## config.mk

```make
export PLATFORM = sky130hd
export DESIGN_NAME = key_value_slot_table
export DESIGN_NICKNAME = d
export VERILOG_FILES = /design/src/sv/kvst_pkg.sv /design/src/sv/kvst_cell.sv /design/src/sv/key_value_slot_table.sv
export VERILOG_INCLUDE_DIRS = /design/src /design/src/sv
export SDC_FILE = /design/constraint.sdc
export NUM_CORES = 2
export LEC_CHECK = 0
export BUFFER_PORTS_ARGS = -buffer_cell sky130_fd_sc_hd__buf_2
export CORE_MARGIN = 8
export CORE_UTILIZATION = 45
export DETAILED_ROUTE_END_ITERATION = 8
export PLACE_DENSITY = 0.67
export SLEW_MARGIN = 20
export SYNTH_ARGS = -nofsm -noshare
export SYNTH_HDL_FRONTEND = slang
export SYNTH_SLANG_ARGS = --single-unit
```

## constraint.sdc

```tcl
create_clock -name i_clk -period 8.2 [get_ports i_clk]
set_input_delay 0.41 -clock i_clk [delete_from_list [all_inputs] [get_ports i_clk]]
set_output_delay 0.41 -clock i_clk [all_outputs]
set_load 0.1 [all_outputs]
```

## src/sv/key_value_slot_table_defines.svh

```systemverilog
// ----------------------------------------------------------------------------
// Key/value slot table assertion macros
// Shared assertion helpers, compiled out under SYNTHESIS.
// ----------------------------------------------------------------------------
`ifndef KEY_VALUE_SLOT_TABLE_DEFINES_SVH
`define KEY_VALUE_SLOT_TABLE_DEFINES_SVH

`ifndef SYNTHESIS

// Same-cycle implication.
`define KVST_ASSERT_NOW(label, clk, rst_n, ante, cons, msg) \
    label: assert property (@(posedge clk) disable iff (!(rst_n)) (ante) |-> (cons)) \
        else $error(msg);

// Next-cycle implication.
`define KVST_ASSERT_NEXT(label, clk, rst_n, ante, cons, msg) \
    label: assert property (@(posedge clk) disable iff (!(rst_n)) (ante) |=> (cons)) \
        else $error(msg);

`else

`define KVST_ASSERT_NOW(label, clk, rst_n, ante, cons, msg)
`define KVST_ASSERT_NEXT(label, clk, rst_n, ante, cons, msg)

`endif

`endif

```

## src/sv/kvst_pkg.sv

```systemverilog
// ----------------------------------------------------------------------------
// Key/value slot table package
// Request/result types, the token that walks the slot chain, and codes.
// ----------------------------------------------------------------------------
package kvst_pkg;

    localparam int KEY_W  = 16;
    localparam int VAL_W  = 16;
    localparam int REQ_W  = 2;
    localparam int STAT_W = 2;

    localparam logic [REQ_W-1:0] REQ_ADD    = 2'd0;
    localparam logic [REQ_W-1:0] REQ_REMOVE = 2'd1;
    localparam logic [REQ_W-1:0] REQ_LOOKUP = 2'd2;

    localparam logic [STAT_W-1:0] ST_OK        = 2'd0;
    localparam logic [STAT_W-1:0] ST_NOT_FOUND = 2'd1;
    localparam logic [STAT_W-1:0] ST_FULL      = 2'd2;

    typedef struct packed {
        logic [REQ_W-1:0] req_type;
        logic [KEY_W-1:0] key;
        logic [VAL_W-1:0] value;
    } t_req;

    typedef struct packed {
        logic [STAT_W-1:0] status;
        logic [VAL_W-1:0]  found_value;
    } t_resp;

    // One request in flight along the chain of slots.
    typedef struct packed {
        logic             active;
        logic             done;
        logic [REQ_W-1:0] req_type;
        logic [KEY_W-1:0] key;
        logic [VAL_W-1:0] value;
        logic [VAL_W-1:0] found_value;
    } t_token;

endpackage

```

## src/sv/kvst_cell.sv

```systemverilog
// ----------------------------------------------------------------------------
// Key/value slot cell
// Holds one slot and acts on the request token as it passes to the next cell.
// ----------------------------------------------------------------------------
module kvst_cell (
    input  logic            i_clk,
    input  logic            i_rst_n,
    input  kvst_pkg::t_token i_tok,
    output kvst_pkg::t_token o_tok
);
    import kvst_pkg::*;

    logic             r_valid, n_valid;
    logic [KEY_W-1:0] r_key, n_key;
    logic [VAL_W-1:0] r_value, n_value;
    logic             r_active;
    t_token           r_tok, n_tok;
    logic             w_match;

    assign w_match = r_valid && (r_key == i_tok.key);

    always_comb begin
        n_tok   = i_tok;
        n_valid = r_valid;
        n_key   = r_key;
        n_value = r_value;
        // first qualifying cell claims the transaction; later cells see done
        if (i_tok.active && !i_tok.done) begin
            unique case (i_tok.req_type)
                REQ_ADD: begin
                    if (!r_valid) begin
                        n_valid    = 1'b1;
                        n_key      = i_tok.key;
                        n_value    = i_tok.value;
                        n_tok.done = 1'b1;
                    end
                end
                REQ_REMOVE: begin
                    if (w_match) begin
                        n_valid    = 1'b0;
                        n_tok.done = 1'b1;
                    end
                end
                REQ_LOOKUP: begin
                    if (w_match) begin
                        n_tok.done        = 1'b1;
                        n_tok.found_value = r_value;
                    end
                end
                default: ;
            endcase
        end
    end

    always_ff @(posedge i_clk) begin
        if (!i_rst_n) begin
            r_valid  <= 1'b0;
            r_active <= 1'b0;
        end else begin
            r_valid  <= n_valid;
            r_active <= i_tok.active;
        end
    end

    always_ff @(posedge i_clk) begin
        r_key   <= n_key;
        r_value <= n_value;
        r_tok   <= n_tok;
    end

    always_comb begin
        o_tok        = r_tok;
        o_tok.active = r_active;
    end

endmodule

```

## src/sv/key_value_slot_table.sv

```systemverilog
// ----------------------------------------------------------------------------
// Key/value slot table
// Fixed table of 16-bit key/value pairs with add, remove and lookup.
// ----------------------------------------------------------------------------
// Each slot lives in its own cell, and the cells form a chain. An accepted
// request becomes a token that moves one cell per clock; the lowest free
// (add) or lowest matching (remove, lookup) cell claims it on the way. The
// result is registered into the output buffer as the token leaves the last
// cell, and no new request is accepted until the token has left the chain.
// A two-deep output buffer lets the next request start while a result is
// still waiting to be taken. Slot valid bits clear at reset; no init pass.
// ----------------------------------------------------------------------------
`include "key_value_slot_table_defines.svh"

module key_value_slot_table #(
    parameter int ENTRIES = 64
) (
    input  logic            i_clk,
    input  logic            i_rst_n,
    input  logic            i_in_valid,
    output logic            o_in_ready,
    input  kvst_pkg::t_req  i_in,
    output logic            o_out_valid,
    input  logic            i_out_ready,
    output kvst_pkg::t_resp o_out
);
    import kvst_pkg::*;

    t_token             w_tok [ENTRIES+1];
    t_token             w_head;
    logic [ENTRIES-1:0] w_act;

    logic  w_in_acc, w_exit, w_out_take;
    t_resp w_res;

    logic  r_busy, n_busy;
    logic  r_out_valid, n_out_valid;
    logic  r_pend_valid, n_pend_valid;
    t_resp r_out, n_out;
    t_resp r_pend, n_pend;

    assign o_in_ready = !r_busy && !r_pend_valid;
    assign w_in_acc   = i_in_valid && o_in_ready;

    always_comb begin
        w_head.active      = w_in_acc;
        w_head.done        = 1'b0;
        w_head.req_type    = i_in.req_type;
        w_head.key         = i_in.key;
        w_head.value       = i_in.value;
        w_head.found_value = '0;
    end

    assign w_tok[0] = w_head;

    for (genvar g = 0; g < ENTRIES; g++) begin : g_cell
        kvst_cell u_cell (
            .i_clk   (i_clk),
            .i_rst_n (i_rst_n),
            .i_tok   (w_tok[g]),
            .o_tok   (w_tok[g+1])
        );
        assign w_act[g] = w_tok[g+1].active;
    end

    assign w_exit     = w_tok[ENTRIES].active;
    assign w_out_take = r_out_valid && i_out_ready;

    // Unclaimed add, remove or lookup token at chain end means full or not found; an unused code gives OK.
    always_comb begin
        w_res.found_value = w_tok[ENTRIES].found_value;
        unique case (w_tok[ENTRIES].req_type)
            REQ_ADD:    w_res.status = w_tok[ENTRIES].done ? ST_OK : ST_FULL;
            REQ_REMOVE,
            REQ_LOOKUP: w_res.status = w_tok[ENTRIES].done ? ST_OK : ST_NOT_FOUND;
            default:    w_res.status = ST_OK;
        endcase
    end

    always_comb begin
        n_busy = r_busy;
        if (w_in_acc) begin
            n_busy = 1'b1;
        end else if (w_exit) begin
            n_busy = 1'b0;
        end
    end

    always_comb begin
        n_out_valid  = r_out_valid;
        n_out        = r_out;
        n_pend_valid = r_pend_valid;
        n_pend       = r_pend;
        if (w_out_take) begin
            n_out_valid = 1'b0;
            if (r_pend_valid) begin
                n_out_valid  = 1'b1;
                n_out        = r_pend;
                n_pend_valid = 1'b0;
            end
        end
        if (w_exit) begin
            if (!n_out_valid) begin
                n_out_valid = 1'b1;
                n_out       = w_res;
            end else begin
                n_pend_valid = 1'b1;
                n_pend       = w_res;
            end
        end
    end

    always_ff @(posedge i_clk) begin
        if (!i_rst_n) begin
            r_busy       <= 1'b0;
            r_out_valid  <= 1'b0;
            r_pend_valid <= 1'b0;
        end else begin
            r_busy       <= n_busy;
            r_out_valid  <= n_out_valid;
            r_pend_valid <= n_pend_valid;
        end
    end

    always_ff @(posedge i_clk) begin
        r_out  <= n_out;
        r_pend <= n_pend;
    end

    assign o_out_valid = r_out_valid;
    assign o_out       = r_out;

    `KVST_ASSERT_NOW(a_one_token, i_clk, i_rst_n,
        1'b1, $countones(w_act) <= 1, "multiple tokens in chain")
    `KVST_ASSERT_NOW(a_busy_tracks_chain, i_clk, i_rst_n,
        1'b1, r_busy == (w_act != '0), "busy flag out of step with chain")
    `KVST_ASSERT_NEXT(a_launch, i_clk, i_rst_n,
        w_in_acc, w_act[0], "accepted transaction did not enter chain")
    `KVST_ASSERT_NEXT(a_exit_frees, i_clk, i_rst_n,
        w_exit, !r_busy && r_out_valid, "exit did not produce a result")
    `KVST_ASSERT_NOW(a_pend_order, i_clk, i_rst_n,
        r_pend_valid, r_out_valid, "pending result with empty output")

endmodule

```

### Word-level counts from Yosys, hierarchy flattened

Index checks and enable logic that the tools add are counted.
W data, S select, Z words.

* eq/ne operators: 258
* multiplexer cells: 587
* bitwise logic cells: 64
* reduce and logical (&&, ||, !) cells: 520

Operators with widths (count)
* $mux W16: 189
* $eq A16 B16 Y1: 64
* $reduce_and A3 Y1: 129
* $mux W1: 264
* $pmux W1 S2: 128
* $eq A2 B1 Y1 const B: 65
* $eq A2 B2 Y1 const B: 65
* $logic_and A1 B1 Y1: 130
* $logic_not A2 Y1: 65
* $reduce_bool A2 Y1: 65
* $reduce_or A2 Y1: 65
* $ne A2 B1 Y1 const B: 64
* $mux W18: 4
* $logic_not A1 Y1: 65
* $not A1 Y1: 64
* $pmux W2 S2: 1
* $mux W2: 1
* $reduce_and A2 Y1: 1

* flip-flop bits (word level): 5447
* bits of input ports: 38
* output and inout bits: 20
* word-level logic and storage cells: 2010

### Depth between registers and ports, before layout

* word-level depth: 5
* mapped depth: 7
* gate-level depth less buffers: 6

### Hierarchy

From an unflattened synthesis, not the netlist that was laid out.

* cells, all modules: 9425
* area, all modules: 167847.2 sq um

By module, submodules not included
* kvst_cell: times used 64, cells each 145, area an instance 2596.2 sq um
* key_value_slot_table: times used 1, cells each 145, area an instance 1687.9 sq um

### Worst setup path after synthesis

Ideal clock, no wire load.

* path type: register to register
* from: register g_cell[33].u_cell.r_tok (netlist bit g_cell[33].u_cell.o_tok[48])
* to: register g_cell[34].u_cell.r_key[0], enable pin
* setup time: 0.503 ns
* arrival: 3.748 ns
* data required time: 7.697 ns
* path slack: 3.950 ns
* cell stages (with the launch flop): 4
* clock period less this slack: 4.250 ns
* path through: dfxtp_1 -> inv_1 -> ha_1 -> nor4bb_1

* cells in the longest elaborated chain, start to end: 2

RTL lines
* from (decl): line kvst_cell.sv:17 `t_token r_tok, n_tok;`
* from (signal assigned): line kvst_cell.sv:68 `r_tok <= n_tok;`
* $logic_not A2 Y1: line kvst_cell.sv:29 `unique case (i_tok.req_type)`
* $reduce_and A3 Y1 (no line)
* to (signal assigned): line kvst_cell.sv:66 `r_key <= n_key;`
* to (decl): line kvst_cell.sv:14 `logic [KEY_W-1:0] r_key, n_key;`

Every way passes these cells.
A chain may end at the register's enable or synchronous reset.

==> implementation parameters <==
Parameter                              Value

Clock tree
  Clock buffer count from CTS ... between 400 and 500
  Clock transition at the register clock pins on the worst setup and hold paths after CTS ... 60 ps
  CTS root buf ... clkbuf_16
  CTS tree ... built
  H-tree Lvls ... 5
  Max clock buf depth ... 4
  Resized cells post-CTS ... 0
  Clock latency reported for the late side of the worst-skew pair ... 930 ps
  Clock tree sinks ... around 5,400

Layout
  Post-synthesis to final-layout area growth ... 14.36%
  Layout cells sized above 1 ... 18.61%
  Leading cell type in the layout, fill and taps excluded ... dfxtp_1
  Fillers ... between 20,000 and 30,000
  Nets ... approximately 10,000
  Finished Core Util ... roughly 52%
  Top library cells by usage in the layout, fill and taps aside ... dfxtp_1 (3,381), edfxtp_1 (2,066), mux2_2 (968), xnor2_1 (891), clkbuf_16 (492)
  Number of standard cells in the layout, taps in and fillers out ... around 15,000

Yosys
  Share of async-settable or async-resettable flops after synthesis ... 0%
  Average instance area after synthesis ... approximately 17 sq um
  Cell taking the most area after synthesis ... dfxtp_1
  Post-synth design cell area ... roughly 160,000 sq um
  Post-synth EDFFs ... ~2,100
  Synthesized instance count ... 9,320
  Number of storage elements in the synthesis netlist ... about 5,400
  Net count of the mapped netlist ... between 9,000 and 10,000
  Biggest area contributors in the synthesized netlist ... dfxtp_1 (42%), edfxtp_1 (38%), mux2_2 (6.7%), xnor2_1 (4.8%), ha_1 (2.0%)
  Yosys warns ... 0
  Proportion of netlist area held by the largest area contributor ... 41.76%
  Cell variety after synth ... 47
  Sequential area share after synthesis ... between 80% and 90%
  Ys flop type ... dfxtp_1

Power
  Static Leak ... approximately 68 nW
  Worst VDD drop ... 242.0 uV
  Pwr per Cell Area ... between 200 and 300 nW/um^2

Critical path
  Signal arrival time at the worst endpoint ... roughly 3700 ps
  Startpoint class of the critical path ... flip-flop
  Critical path endpoint category ... flip-flop
  Maximum net fanout on the critical path ... 16
  Critical setup path kind ... reg2reg
  Worst Path Required ... between 8000 and 9000 ps

Worst hold path
  Type of the worst min-delay path ... in2reg

Timing
  Total negative slack for setup checks ... 0 ps
  Final Slew Violations ... 0
  Max Freq ... 0.3305 GHz
  Relative slew slack ... a little over a quarter
  Unrepaired setup endpoints after global routing ... no
  Shortest clock period the worst path allows after layout ... 3026 ps
  Period utilisation layout ... approximately 37%
  Number of hold-slack violations in the final timing report ... 0
  Worst setup skew after layout ... roughly 99 ps
  Setup-failing EPs final ... 0
  Actual slew at the worst max-slew pin ... 1108 ps

Outcome
  Result of the run ... finished, final reports clean

Die
  I/O pin total ... between 50 and 60
  Starting utilization of the core area ... between 40 and 50%
  Die outline height ... 616.1 microns
  Floorplan die area ... roughly 380,000 sq um
  Standard-cell rows ... 220
  Placeable core region ... around 360,000 sq um
  Width of the die ... 616.1 microns

Global routing
  Global-route wire length before repair ... around 420,000 microns
  Total global routing overflow ... 0
  Initial antenna violation count ... 2
  Maximum number of pins on one net before global-route repair ... 45
  Total Routing Usage GR ... a little over an eighth
  Number of global-route vias before repair ... roughly 76,000

Route
  Total DRC errors in the routed layout ... 0
  Routed WL ... about 260,000 microns
  DR vias ... between 70,000 and 80,000
  Number of routed nets with antenna violations ... 0
  Average routed wire per standard cell ... 17.39 microns
  Avg Vias per Cell ... 4.686
  Number of design-rule violations left by the first detailed-router iteration ... approximately 3,700
  1st-pass router iterations ... 7

Placement
  Placed insts ... 14,130
  Placed wire-length estimate after detailed placement ... roughly 180,000 microns
  Weighted congestion reported at the end of routability-driven placement ... 0.7730
  Number of port buffers ... 57

Flow run
  Maximum capacitance violations ... 0
==> worst max-delay path: stages (launching register included) <==
cell      delay, ps
edfxtp_1        410
xnor2_1         170
nand4_1         180
nor4_1          670
nand4_1         890
mux2_2          580
==> routing by layer <==
metal	global-route usage [%]	part of all wire (%)	vias up
met1	17.39	45	35070
met3	1.910	3.2	508
met4	3.993	2.6	0
li1	-	-	34010
met2	23.47	49	1037
met5	0	0	-
==> final timing paths <==
path	cells past startpoint	from	slack [ps]	to
worst max-delay path	5	g_cell[42].u_cell.r_key[9]$_DFFE_PP_	5170	g_cell[42].u_cell.o_tok[14]$_DFF_P_
worst min-delay path	2	i_in[7]	120	g_cell[0].u_cell.o_tok[23]$_DFF_P_
worst max register to register	5	g_cell[42].u_cell.r_key[9]$_DFFE_PP_	5170	g_cell[42].u_cell.o_tok[14]$_DFF_P_
worst min register to register	0	g_cell[46].u_cell.o_tok[25]$_DFF_P_	270	g_cell[47].u_cell.o_tok[25]$_DFF_P_
==> layout make-up <==
cell class                      instances  area, sq um  share of cell area (%)
Tap cell                             4773         5972                   3.222
Multi-Input combinational cell       3516        30990                   16.72
Sequential cell                      5447       129700                   69.99
Inverter                              269         1012                  0.5462
Antenna cell                            2        5.005                0.002700
Timing Repair Buffer                  170         1276                  0.6886
Clock buffer                          677        13720                   7.401
Clock inverter                        216         2638                   1.423
==> registers in the layout, indices dropped and copies added, names as in the netlist, 18 cells and up <==
| signal | flops |
|---|---|
| o_out | 18 |
| g_cell.u_cell.r_active | 64 |
| r_pend | 18 |
| g_cell.u_cell.r_key | 1024 |
| g_cell.u_cell.r_valid | 64 |
| g_cell.u_cell.o_tok | 3232 |
| g_cell.u_cell.r_value | 1024 |
==> cells in the mapped netlist, types with 2 or more instances <==
library cell / instances
edfxtp_1: 2066
nand3b_1: 5
ha_1: 258
buf_12: 3
or4_4: 7
nor3b_1: 49
a31oi_1: 119
nor3_1: 32
o31ai_1: 2
mux2_4: 40
nor2b_1: 129
nand4_1: 296
a21oi_1: 8
mux2_2: 968
nand2b_1: 6
and2_1: 81
inv_1: 269
buf_6: 4
o21a_1: 2
o21ai_0: 69
xnor2_1: 891
and3_1: 59
nor4bb_1: 5
dfxtp_1: 3381
o22ai_1: 4
clkbuf_1: 79
o41ai_1: 3
and4_1: 15
nand3_1: 61
nor4_1: 67
nor2_1: 57
xor2_1: 116
nand2_1: 134
o32ai_1: 3
mux2i_1: 18
a221o_1: 3
==> cell families (layout without fill, tap and decap cells) <==
logic type	after synthesis	after routing	share of synthesized area [%]
DFF	5447	5447	80.05
other	0	2	0
and+or+nand+nor	1006	1006	3.620
muxes	1026	1026	7.208
AOI/OAI and AO/OA	219	219	0.8161
adders and majority gates	258	258	1.992
buffers and inverters	357	1332	0.8763
xor gates and xnor gates	1007	1007	5.442
==> power breakdown <==
group,internal [mW],switching [mW]
clock,13.4,9.36
sequential,28.5,0.404
combinational,0.203,0.187
total,42.1,9.95
==> what timing repair did <==
item                                   in CTS  in global routing
hold buffers                               35                  0
endpoints found under the hold margin      69                  0
buffers inserted                            0                  0
setup endpoints to repair                   0                  0
==> per-stage QoR <==
stage          worst slack, ps  hold WS, ps  total power, mW  cell area [sq um]
6_report                  5174        122.5            52.02             185300
5_1_grt                   4943        56.88            53.72             185300
4_1_cts                   4925        18.92            52.56             185200
3_5_place_dp              4943        332.3            29.86             168500
3_3_place_gp              4919        330.6            29.83             168500
2_1_floorplan             3950        326.5            29.57             162100
(Power assumes the default switching activity.)
